### src/rtl/core/detection_leader_clustering_unit_assert.svh
// Assertion macros for the clustering block.
`ifndef DETECTION_LEADER_CLUSTERING_UNIT_ASSERT_SVH
`define DETECTION_LEADER_CLUSTERING_UNIT_ASSERT_SVH

`ifndef SYNTHESIS

`define DLC_ASSERT_IMP(label, ante, cons) \
    label: assert property (@(posedge clk) disable iff (!rst_n) (ante) |-> (cons)) \
        else $error("dlc assertion failed");

`define DLC_ASSERT_NEXT(label, ante, cons) \
    label: assert property (@(posedge clk) disable iff (!rst_n) (ante) |=> (cons)) \
        else $error("dlc assertion failed");

`else

`define DLC_ASSERT_IMP(label, ante, cons)

`define DLC_ASSERT_NEXT(label, ante, cons)

`endif

`endif

### src/rtl/core/dlc_pkg.sv
package dlc_pkg;

    localparam int MAX_GROUPS = 32;
    localparam int GIDX_W     = $clog2(MAX_GROUPS);
    localparam int GCNT_W     = $clog2(MAX_GROUPS + 1);
    localparam int POS_W      = 16;
    localparam int CNT_W      = 16;
    localparam int COL_W      = 8;
    localparam int MSQ_W      = 2 * POS_W;
    localparam int DIST_W     = MSQ_W + 1;
    localparam int CFG_IDX_W  = 2;
    localparam int CFG_DATA_W = 16;

    localparam logic [CFG_IDX_W-1:0] CFG_MERGE_DISTANCE = 2'd0;
    localparam logic [CFG_IDX_W-1:0] CFG_REPORT_COUNT   = 2'd1;
    localparam logic [CFG_IDX_W-1:0] CFG_YELLOW_MARGIN  = 2'd2;

    localparam logic [15:0]      MERGE_DISTANCE_RST = 16'd1024;
    localparam logic [15:0]      REPORT_COUNT_RST   = 16'd20;
    localparam logic [7:0]       YELLOW_MARGIN_RST  = 8'd15;
    localparam logic [MSQ_W-1:0] MERGE_SQ_RST       = 32'd1048576;

    localparam logic [1:0] ACT_MERGE = 2'd0;
    localparam logic [1:0] ACT_NEW   = 2'd1;
    localparam logic [1:0] ACT_DROP  = 2'd2;

    localparam logic [2:0] CLS_NONE   = 3'd0;
    localparam logic [2:0] CLS_RED    = 3'd1;
    localparam logic [2:0] CLS_GREEN  = 3'd2;
    localparam logic [2:0] CLS_BLUE   = 3'd3;
    localparam logic [2:0] CLS_YELLOW = 3'd4;

    localparam logic [CNT_W-1:0] CNT_MAX = 16'hFFFF;

    typedef struct packed {
        logic signed [POS_W-1:0] pos_x;
        logic signed [POS_W-1:0] pos_y;
        logic signed [POS_W-1:0] pos_z;
        logic [COL_W-1:0]        red;
        logic [COL_W-1:0]        green;
        logic [COL_W-1:0]        blue;
    } in_word_t;

    typedef struct packed {
        logic [4:0]              group_index;
        logic [1:0]              action;
        logic                    report_raised;
        logic signed [POS_W-1:0] group_x;
        logic signed [POS_W-1:0] group_y;
        logic signed [POS_W-1:0] group_z;
        logic [2:0]              color_class;
        logic [15:0]             report_number;
    } out_word_t;

    typedef struct packed {
        logic [CNT_W-1:0]        count;
        logic signed [POS_W-1:0] z;
        logic signed [POS_W-1:0] y;
        logic signed [POS_W-1:0] x;
    } group_entry_t;

    typedef struct packed {
        logic              busy;
        logic              found;
        logic [GIDX_W-1:0] best_idx;
        logic [DIST_W-1:0] best_dist;
    } near_status_t;

    function automatic logic [2:0] color_class_f(
        input logic [COL_W-1:0] r,
        input logic [COL_W-1:0] g,
        input logic [COL_W-1:0] b,
        input logic [COL_W-1:0] margin
    );
        logic [COL_W-1:0] diff;
        logic [2:0]       cls;
        diff = (r > g) ? r - g : g - r;
        if (r > g && r > b)
        begin
            cls = (diff < margin) ? CLS_YELLOW : CLS_RED;
        end
        else if (g > r && g > b)
        begin
            cls = (diff < margin) ? CLS_YELLOW : CLS_GREEN;
        end
        else if (b > r && b > g)
        begin
            cls = CLS_BLUE;
        end
        else
        begin
            cls = CLS_NONE;
        end
        return cls;
    endfunction

    function automatic logic signed [POS_W-1:0] half_sum_f(
        input logic signed [POS_W-1:0] a,
        input logic signed [POS_W-1:0] b
    );
        logic [POS_W:0] s;
        s = {a[POS_W-1], a} + {b[POS_W-1], b};
        return s[POS_W:1];
    endfunction

endpackage

### src/rtl/core/dlc_group_mem.sv
module dlc_group_mem
    import dlc_pkg::*;
(
    input  logic              clk,
    input  logic              we,
    input  logic [GIDX_W-1:0] waddr,
    input  group_entry_t      wdata,
    input  logic              re,
    input  logic [GIDX_W-1:0] raddr,
    output group_entry_t      rdata
);

    group_entry_t mem [MAX_GROUPS];
    group_entry_t rdata_reg;

    always_ff @(posedge clk)
    begin
        if (we)
        begin
            mem[waddr] <= wdata;
        end
    end

    always_ff @(posedge clk)
    begin
        if (re)
        begin
            rdata_reg <= mem[raddr];
        end
    end

    assign rdata = rdata_reg;

endmodule

### src/rtl/core/dlc_near_unit.sv
module dlc_near_unit
    import dlc_pkg::*;
(
    input  logic                    clk,
    input  logic                    rst_n,
    input  logic                    clear,
    input  logic                    in_valid,
    input  logic [GIDX_W-1:0]       in_idx,
    input  logic signed [POS_W-1:0] gx,
    input  logic signed [POS_W-1:0] gy,
    input  logic signed [POS_W-1:0] px,
    input  logic signed [POS_W-1:0] py,
    output near_status_t            status
);

    logic                    v1_reg, v2_reg, v3_reg;
    logic [GIDX_W-1:0]       idx1_reg, idx2_reg, idx3_reg;
    logic signed [POS_W:0]   dx_reg, dy_reg;
    logic [MSQ_W-1:0]        sqx_reg, sqy_reg;
    logic [DIST_W-1:0]       dist_reg;
    logic                    found_reg;
    logic [DIST_W-1:0]       best_reg;
    logic [GIDX_W-1:0]       best_idx_reg;
    logic signed [MSQ_W+1:0] prod_x, prod_y;
    logic                    take;

    assign prod_x = dx_reg * dx_reg;
    assign prod_y = dy_reg * dy_reg;
    assign take   = v3_reg && (!found_reg || dist_reg < best_reg);

    always_ff @(posedge clk or negedge rst_n)
    begin
        if (!rst_n)
        begin
            v1_reg    <= 1'b0;
            v2_reg    <= 1'b0;
            v3_reg    <= 1'b0;
            found_reg <= 1'b0;
        end
        else
        begin
            v1_reg <= in_valid;
            v2_reg <= v1_reg;
            v3_reg <= v2_reg;
            if (clear)
            begin
                found_reg <= 1'b0;
            end
            else if (take)
            begin
                found_reg <= 1'b1;
            end
        end
    end

    always_ff @(posedge clk)
    begin
        dx_reg   <= {gx[POS_W-1], gx} - {px[POS_W-1], px};
        dy_reg   <= {gy[POS_W-1], gy} - {py[POS_W-1], py};
        idx1_reg <= in_idx;
        sqx_reg  <= prod_x[MSQ_W-1:0];
        sqy_reg  <= prod_y[MSQ_W-1:0];
        idx2_reg <= idx1_reg;
        dist_reg <= {1'b0, sqx_reg} + {1'b0, sqy_reg};
        idx3_reg <= idx2_reg;
        if (take)
        begin
            best_reg     <= dist_reg;
            best_idx_reg <= idx3_reg;
        end
    end

    always_comb
    begin
        status.busy      = v1_reg || v2_reg || v3_reg;
        status.found     = found_reg;
        status.best_idx  = best_idx_reg;
        status.best_dist = best_reg;
    end

endmodule

### src/rtl/core/detection_leader_clustering_unit.sv
// Detection leader clustering unit.
// Input channel (in_valid / in_stall / in_data) takes one detection word:
// x, y, z position and average color. Output channel (out_valid /
// out_stall / out_data) gives exactly one result word per detection: the
// group merged into, opened or (when the table is full) nearest, the
// action, the group position after the update and any report raised.
// Configuration is a write port (cfg_write_en, cfg_index, cfg_data);
// write it only while no detection is in flight.
// Sequence: ST_SCAN reads one group a cycle from the group memory into a
// pipelined squared-distance unit, ST_DRAIN waits for the unit to empty
// and picks the action, ST_FETCH reads the chosen group when the detection
// merges or is dropped, and ST_COMMIT registers the result and writes the
// merged or new group back, one read-modify-write; an empty table skips the
// scan. The next detection is taken in the cycle after the result is
// registered; none is taken while the previous one is still in progress.
// A detection can be accepted while the previous result waits in the
// output register; a stalled receiver holds the result and the block
// waits before committing the next one.
// Reset empties the group table, zeroes the report counter and loads the
// configuration defaults. No clearing pass is needed.
`include "detection_leader_clustering_unit_assert.svh"

module detection_leader_clustering_unit
    import dlc_pkg::*;
(
    input  logic                  clk,
    input  logic                  rst_n,
    input  logic                  in_valid,
    output logic                  in_stall,
    input  in_word_t              in_data,
    output logic                  out_valid,
    input  logic                  out_stall,
    output out_word_t             out_data,
    input  logic                  cfg_write_en,
    input  logic [CFG_IDX_W-1:0]  cfg_index,
    input  logic [CFG_DATA_W-1:0] cfg_data
);

    typedef enum logic [2:0] {
        ST_IDLE,
        ST_SCAN,
        ST_DRAIN,
        ST_FETCH,
        ST_COMMIT
    } state_t;

    state_t            state_reg, state_next;
    in_word_t          in_reg, in_next;
    logic [GCNT_W-1:0] groups_reg, groups_next;
    logic [CNT_W-1:0]  rep_cnt_reg, rep_cnt_next;
    logic [GIDX_W-1:0] scan_idx_reg, scan_idx_next;
    logic              scan_rvalid_reg, scan_rvalid_next;
    logic [1:0]        act_reg, act_next;
    logic [GIDX_W-1:0] sel_idx_reg, sel_idx_next;
    logic              out_valid_reg, out_valid_next;
    out_word_t         out_data_reg, out_data_next;

    logic [15:0]       md_reg;
    logic [15:0]       rc_reg;
    logic [7:0]        ym_reg;
    logic [MSQ_W-1:0]  msq_reg;

    logic              in_accept;
    logic              emit_ok;
    logic              commit;
    near_status_t      near;
    group_entry_t      rd_entry;
    group_entry_t      wr_entry;
    logic              mem_we;
    logic              mem_re;
    logic [GIDX_W-1:0] mem_raddr;
    out_word_t         res;
    logic [CNT_W-1:0]  cnt_new;
    logic              cnt_sat;

    assign in_stall  = (state_reg != ST_IDLE);
    assign in_accept = in_valid && !in_stall;
    assign emit_ok   = !out_valid_reg || !out_stall;
    assign commit    = (state_reg == ST_COMMIT) && emit_ok;
    assign out_valid = out_valid_reg;
    assign out_data  = out_data_reg;

    // configuration registers
    always_ff @(posedge clk or negedge rst_n)
    begin
        if (!rst_n)
        begin
            md_reg  <= MERGE_DISTANCE_RST;
            rc_reg  <= REPORT_COUNT_RST;
            ym_reg  <= YELLOW_MARGIN_RST;
            msq_reg <= MERGE_SQ_RST;
        end
        else
        begin
            msq_reg <= md_reg * md_reg;
            if (cfg_write_en)
            begin
                case (cfg_index)
                    CFG_MERGE_DISTANCE: md_reg <= cfg_data;
                    CFG_REPORT_COUNT:   rc_reg <= cfg_data;
                    CFG_YELLOW_MARGIN:  ym_reg <= cfg_data[7:0];
                    default:            ;
                endcase
            end
        end
    end

    dlc_group_mem u_mem (
        .clk   (clk),
        .we    (mem_we),
        .waddr (sel_idx_reg),
        .wdata (wr_entry),
        .re    (mem_re),
        .raddr (mem_raddr),
        .rdata (rd_entry)
    );

    dlc_near_unit u_near (
        .clk      (clk),
        .rst_n    (rst_n),
        .clear    (in_accept),
        .in_valid (scan_rvalid_reg),
        .in_idx   (scan_idx_reg - GIDX_W'(1)),
        .gx       (rd_entry.x),
        .gy       (rd_entry.y),
        .px       (in_reg.pos_x),
        .py       (in_reg.pos_y),
        .status   (near)
    );

    assign mem_re    = (state_reg == ST_SCAN) || (state_reg == ST_FETCH);
    assign mem_raddr = (state_reg == ST_SCAN) ? scan_idx_reg : sel_idx_reg;
    assign mem_we    = commit && (act_reg != ACT_DROP);

    // result and write-back entry
    always_comb
    begin
        cnt_sat = (rd_entry.count == CNT_MAX);
        cnt_new = cnt_sat ? rd_entry.count : rd_entry.count + 1'b1;

        res.group_index   = 5'(sel_idx_reg);
        res.action        = act_reg;
        res.report_raised = 1'b0;
        res.color_class   = CLS_NONE;
        res.report_number = '0;
        res.group_x       = rd_entry.x;
        res.group_y       = rd_entry.y;
        res.group_z       = rd_entry.z;
        wr_entry.count    = 16'd1;
        wr_entry.x        = in_reg.pos_x;
        wr_entry.y        = in_reg.pos_y;
        wr_entry.z        = in_reg.pos_z;

        case (act_reg)
            ACT_MERGE:
            begin
                wr_entry.count = cnt_new;
                wr_entry.x     = half_sum_f(rd_entry.x, in_reg.pos_x);
                wr_entry.y     = half_sum_f(rd_entry.y, in_reg.pos_y);
                wr_entry.z     = half_sum_f(rd_entry.z, in_reg.pos_z);
                res.group_x    = wr_entry.x;
                res.group_y    = wr_entry.y;
                res.group_z    = wr_entry.z;
                if (!cnt_sat && cnt_new == rc_reg)
                begin
                    res.report_raised = 1'b1;
                    res.color_class   = color_class_f(in_reg.red, in_reg.green,
                                                      in_reg.blue, ym_reg);
                    res.report_number = rep_cnt_reg;
                end
            end
            ACT_NEW:
            begin
                res.group_x = in_reg.pos_x;
                res.group_y = in_reg.pos_y;
                res.group_z = in_reg.pos_z;
            end
            default:
            begin
                res.group_x = rd_entry.x;
            end
        endcase
    end

    // sequencer
    always_comb
    begin
        state_next       = state_reg;
        in_next          = in_reg;
        groups_next      = groups_reg;
        rep_cnt_next     = rep_cnt_reg;
        scan_idx_next    = scan_idx_reg;
        act_next         = act_reg;
        sel_idx_next     = sel_idx_reg;
        out_data_next    = out_data_reg;
        out_valid_next   = out_valid_reg && out_stall;
        scan_rvalid_next = (state_reg == ST_SCAN);

        case (state_reg)
            ST_IDLE:
            begin
                if (in_accept)
                begin
                    in_next       = in_data;
                    scan_idx_next = '0;
                    state_next    = (groups_reg == '0) ? ST_DRAIN : ST_SCAN;
                end
            end
            ST_SCAN:
            begin
                scan_idx_next = scan_idx_reg + 1'b1;
                if (GCNT_W'(scan_idx_reg) == groups_reg - GCNT_W'(1))
                begin
                    state_next = ST_DRAIN;
                end
            end
            ST_DRAIN:
            begin
                if (!scan_rvalid_reg && !near.busy)
                begin
                    if (near.found && near.best_dist < {1'b0, msq_reg})
                    begin
                        act_next     = ACT_MERGE;
                        sel_idx_next = near.best_idx;
                        state_next   = ST_FETCH;
                    end
                    else if (groups_reg < GCNT_W'(MAX_GROUPS))
                    begin
                        act_next     = ACT_NEW;
                        sel_idx_next = GIDX_W'(groups_reg);
                        state_next   = ST_COMMIT;
                    end
                    else
                    begin
                        act_next     = ACT_DROP;
                        sel_idx_next = near.best_idx;
                        state_next   = ST_FETCH;
                    end
                end
            end
            ST_FETCH:
            begin
                state_next = ST_COMMIT;
            end
            ST_COMMIT:
            begin
                if (emit_ok)
                begin
                    out_valid_next = 1'b1;
                    out_data_next  = res;
                    if (res.report_raised)
                    begin
                        rep_cnt_next = rep_cnt_reg + 1'b1;
                    end
                    if (act_reg == ACT_NEW)
                    begin
                        groups_next = groups_reg + 1'b1;
                    end
                    state_next = ST_IDLE;
                end
            end
            default:
            begin
                state_next = ST_IDLE;
            end
        endcase
    end

    always_ff @(posedge clk or negedge rst_n)
    begin
        if (!rst_n)
        begin
            state_reg       <= ST_IDLE;
            groups_reg      <= '0;
            rep_cnt_reg     <= '0;
            scan_rvalid_reg <= 1'b0;
            out_valid_reg   <= 1'b0;
            act_reg         <= ACT_NEW;
            sel_idx_reg     <= '0;
            scan_idx_reg    <= '0;
        end
        else
        begin
            state_reg       <= state_next;
            groups_reg      <= groups_next;
            rep_cnt_reg     <= rep_cnt_next;
            scan_rvalid_reg <= scan_rvalid_next;
            out_valid_reg   <= out_valid_next;
            act_reg         <= act_next;
            sel_idx_reg     <= sel_idx_next;
            scan_idx_reg    <= scan_idx_next;
        end
    end

    always_ff @(posedge clk)
    begin
        in_reg       <= in_next;
        out_data_reg <= out_data_next;
    end

    `DLC_ASSERT_IMP(a_groups_bound, 1'b1, groups_reg <= GCNT_W'(MAX_GROUPS))
    `DLC_ASSERT_IMP(a_scan_in_range, state_reg == ST_SCAN, GCNT_W'(scan_idx_reg) < groups_reg)
    `DLC_ASSERT_NEXT(a_accept_busy, in_accept, state_reg != ST_IDLE)
    `DLC_ASSERT_NEXT(a_report_step, commit && res.report_raised, rep_cnt_reg == CNT_W'($past(rep_cnt_reg) + 1'b1))
    `DLC_ASSERT_NEXT(a_open_step, commit && act_reg == ACT_NEW, groups_reg == GCNT_W'($past(groups_reg) + 1'b1))

endmodule

### config.mk
export PLATFORM = sky130hd
export DESIGN_NAME = detection_leader_clustering_unit
export DESIGN_NICKNAME = d
export VERILOG_FILES = /design/src/rtl/core/dlc_pkg.sv /design/src/rtl/core/dlc_group_mem.sv /design/src/rtl/core/dlc_near_unit.sv /design/src/rtl/core/detection_leader_clustering_unit.sv
export VERILOG_INCLUDE_DIRS = /design/src /design/src/rtl/core
export SDC_FILE = /design/constraint.sdc
export NUM_CORES = 2
export LEC_CHECK = 0
export BUFFER_PORTS_ARGS = -buffer_cell sky130_fd_sc_hd__buf_2
export CAP_MARGIN = 20
export CELL_PAD_IN_SITES_DETAIL_PLACEMENT = 1
export CELL_PAD_IN_SITES_GLOBAL_PLACEMENT = 1
export CORE_UTILIZATION = 50
export CTS_CLUSTER_SIZE = 20
export DETAILED_ROUTE_END_ITERATION = 12
export PLACE_DENSITY_LB_ADDON = 0.1
export SLEW_MARGIN = 10
export SYNTH_ARGS = -nofsm -noshare
export SYNTH_HDL_FRONTEND = slang
export SYNTH_HIERARCHICAL = 1
export SYNTH_SLANG_ARGS = --single-unit
### constraint.sdc
create_clock -name clk -period 13.1 [get_ports clk]
set_clock_uncertainty 0.2 [all_clocks]
set_input_delay 2.62 -clock clk [delete_from_list [all_inputs] [get_ports clk]]
set_output_delay 2.62 -clock clk [all_outputs]
set_load 0.005 [all_outputs]
==> flow_summary.rst <==
.. list-table::
   :header-rows: 1

   * - Metric
     - Value
   * - Result of the run
     - finished clean
   * - Master of the slowest instance on the critical path
     - dfrtp_1
   * - HP Class
     - flip-flop to flip-flop
   * - Wire length of the first global-routing pass
     - 507,000 microns
   * - Maximum clock path buffer count
     - 4
   * - Setup repair after global routing missed its margin
     - false
   * - Initial detailed-routing violation count
     - 6,112
   * - Buffer count from post-CTS setup fixing
     - 0
   * - Most common cell after layout, fill and taps aside
     - edfxtp_1
   * - Sequence of cells on the critical path
     - and2_1 > fa_1 > inv_1 > fa_1 > inv_1 > fa_1 > inv_1 > fa_1 > inv_1 > fa_1 > inv_1 > fa_1 > inv_1 > ha_1 > nand3_1 > a211oi_1 > o311ai_0 > a2111oi_0 > buf_4 > o21ai_0 > a31oi_1 > a21o_1 > a21oi_1 > xnor2_1
   * - Port bufs
     - 171
   * - Post-synth cell types
     - 96
   * - Storage element area
     - 74,700 sq um
   * - Via count of the first global-routing pass
     - 76,088
   * - Area occupied by multi-input gates
     - 48,300 sq um
   * - Core area
     - 254,000 sq um
   * - Number of enable flip-flop cells after synthesis
     - 2,297
   * - Number of synthesized register bits
     - 2,555
   * - Biggest area contributors in the synthesized netlist
     - edfxtp_1 (54%), fa_1 (11%), mux4_2 (11%)
   * - Post-DP HPWL
     - 222,000 microns
   * - Overall die width
     - 508 microns
   * - Io pins
     - 172
   * - Net count after synthesis
     - 9,277
   * - Iteration count of the initial detailed-routing pass
     - 5
   * - Maximum number of pins on one net before global-route repair
     - 105
   * - Mean area per synthesized cell
     - 16.0 sq um
   * - Final critical delay including setup and external delays
     - 7.35 ns
   * - Max Fclk
     - 136 MHz
   * - Number of buffers created by CTS
     - 289
   * - Async S/R FF share, synth
     - 0.0446
   * - Fraction of final layout cells sized beyond drive strength 1
     - 0.185
   * - Filler Cell Count
     - 23,372
   * - Category of the worst setup path capture point
     - flip-flop
   * - CTS tree
     - built
   * - Count of hold-fix buffers inserted at cts
     - 0
   * - Number of warnings reported in the yosys synthesis log
     - 6
   * - Share of the yosys chip area belonging to registers
     - 0.584
   * - Largest fanout on the critical path
     - 20
   * - Die Outline Area
     - 258,000 sq um
   * - DIE HEIGHT
     - 508 microns
   * - Final setup violation count
     - 0
   * - Most frequent cells in the layout
     - edfxtp_1 (2,297), inv_1 (1,089), fa_1 (683)
   * - Routed WL
     - 344,000 microns
   * - Pins Over Slew Limit
     - 0
   * - Initial standard-cell utilization of the core
     - 0.503
   * - DRC violation count after routing
     - 0
   * - Detailed-route wire length per cell
     - 28.8 microns
   * - Max capacitance violation total
     - 0
   * - Layout-stage area growth over the synthesis result
     - 11.5%
   * - GR Overflow Total
     - 0
   * - Clock slew seen by the registers of the worst setup and hold paths
     - 0.06 ns
   * - Number of nets with antenna violations after detailed routing
     - 0
   * - Root Driver
     - clkbuf_16
   * - Post-Synthesis Cell Area
     - 128,000 sq um
   * - Share of the synthesized area in the top cell type
     - 0.539
   * - Placement Rows
     - 185
   * - Max H-tree Level
     - 5
   * - # nets final
     - 9,624
   * - Total number of vias
     - 70,046
   * - Largest area contributor in the netlist
     - edfxtp_1
   * - Number of flip-flops under the largest register name
     - 2,048
   * - Number of hold violations in the final report
     - 0
   * - Number of antenna violations at the first check in global routing
     - 29
   * - Source-to-sink clock delay at the later pin of the worst-skew pair
     - 0.95 ns
   * - Total GRT Usage
     - 0.272
   * - Register-to-register setup slack
     - 5.75 ns
   * - CP arrival
     - 7.97 ns
   * - Final cycle utilization of the critical path
     - 0.561
   * - Largest stage delay, worst path
     - 0.62 ns
   * - WS Path Type
     - flip-flop to flip-flop
   * - Max_slew headroom
     - 0.186
   * - Final estimated routing congestion in global placement
     - 0.848
   * - Via density per instance
     - 5.87
   * - Data required time at the worst endpoint
     - 13.72 ns
   * - TritonCTS Sinks
     - 2,555
   * - Predominant post-synthesis flop cell
     - edfxtp_1
   * - CP startpoint kind
     - flip-flop
   * - Syn Inst Count
     - 8,018
   * - Setup TNS
     - 0 ns
   * - Transition at the pin with the smallest max-transition slack
     - 1.22 ns
   * - Post-CTS Resized
     - 0
## worst max-delay path: cells and delay by family (launching register included)
| kind | cells | cell delay [ns] |
|---|---|---|
| fa+ha+maj | 7 | 3.43 |
| compound gates | 7 | 1.88 |
| xor+xnor | 1 | 0.13 |
| flops | 1 | 0.62 |
| simple gates | 2 | 0.42 |
| buf+inv | 7 | 0.55 |
## area by class of cell
cell class | instances | share of cell area
inverter | 1092 | 0.0287
clock inverter | 151 | 0.00955
clock buffer | 340 | 0.0531
antenna | 10 | 0.000175
multi-input combinational | 4095 | 0.339
timing repair buffer | 332 | 0.0164
sequential | 2555 | 0.524
tap | 3366 | 0.0295
## stage by stage
| stage | util | hold slack (ns) | instances | setup slack [ns] | instance area, sq um |
|---|---|---|---|---|---|
| floorplan | - | 0.110 | 8018 | 3.79 | 128000 |
| global placement | 0.525 | 0.111 | 11419 | 5.56 | 133000 |
| detailed placement | 0.525 | 0.113 | 11421 | 5.62 | 133000 |
| CTS | 0.560 | 0.119 | 11912 | 5.69 | 142000 |
| global route | 0.561 | 0.119 | 11936 | 5.28 | 143000 |
| finish | 0.561 | 0.117 | 11941 | 5.75 | 143000 |
## cells by family after synthesis
group | after synthesis | synth area share
DFF | 2555 | 0.584
buffers and inverters | 1368 | 0.0416
and+or+nand+nor | 1197 | 0.0448
adders and majority gates | 1164 | 0.154
muxes | 799 | 0.123
AOI/OAI and AO/OA | 660 | 0.0340
xor gates and xnor gates | 275 | 0.0188
## cells in the mapped netlist (71+ instances only)
master    number
and2_1       194
inv_1       1090
clkbuf_1     160
xor2_1        81
fa_1         683
dfxtp_1      144
edfxtp_1    2297
xnor2_1      194
a21oi_1      146
nand2_1      467
mux4_2       602
ha_1         481
o21ai_0      173
nor2_1       223
dfrtp_1      105
buf_2         71
mux2_2       129
a21o_1        71
## layer usage
metal	wire [microns]	GRT usage	vias up
li1	-	-	29763
met1	140000	0.367	37509
met2	173000	0.461	2271
met3	20700	0.0350	495
met4	10800	0.0835	8
met5	66	0	-
## final timing paths
kind | start | endpoint | depth (start not counted)
worst max-delay path | md_reg[1]$_DFFE_PN0P_ | msq_reg[30]$_DFF_PN0_ | 24
worst min-delay path | u_near/idx2_reg[3]$_DFF_P_ | u_near/idx3_reg[3]$_DFF_P_ | 0
worst max register to register | md_reg[1]$_DFFE_PN0P_ | msq_reg[30]$_DFF_PN0_ | 24
worst min register to register | u_near/idx2_reg[3]$_DFF_P_ | u_near/idx3_reg[3]$_DFF_P_ | 0
max in group asynchronous | rst_n | rep_cnt_reg[15]$_DFFE_PN0P_ | 2
min in group asynchronous | rst_n | md_reg[0]$_DFFE_PN0P_ | 1
Power is left out: the tool's default activity adds up to more than one toggle a clock period on the data nets, which glitch-free logic cannot reach.
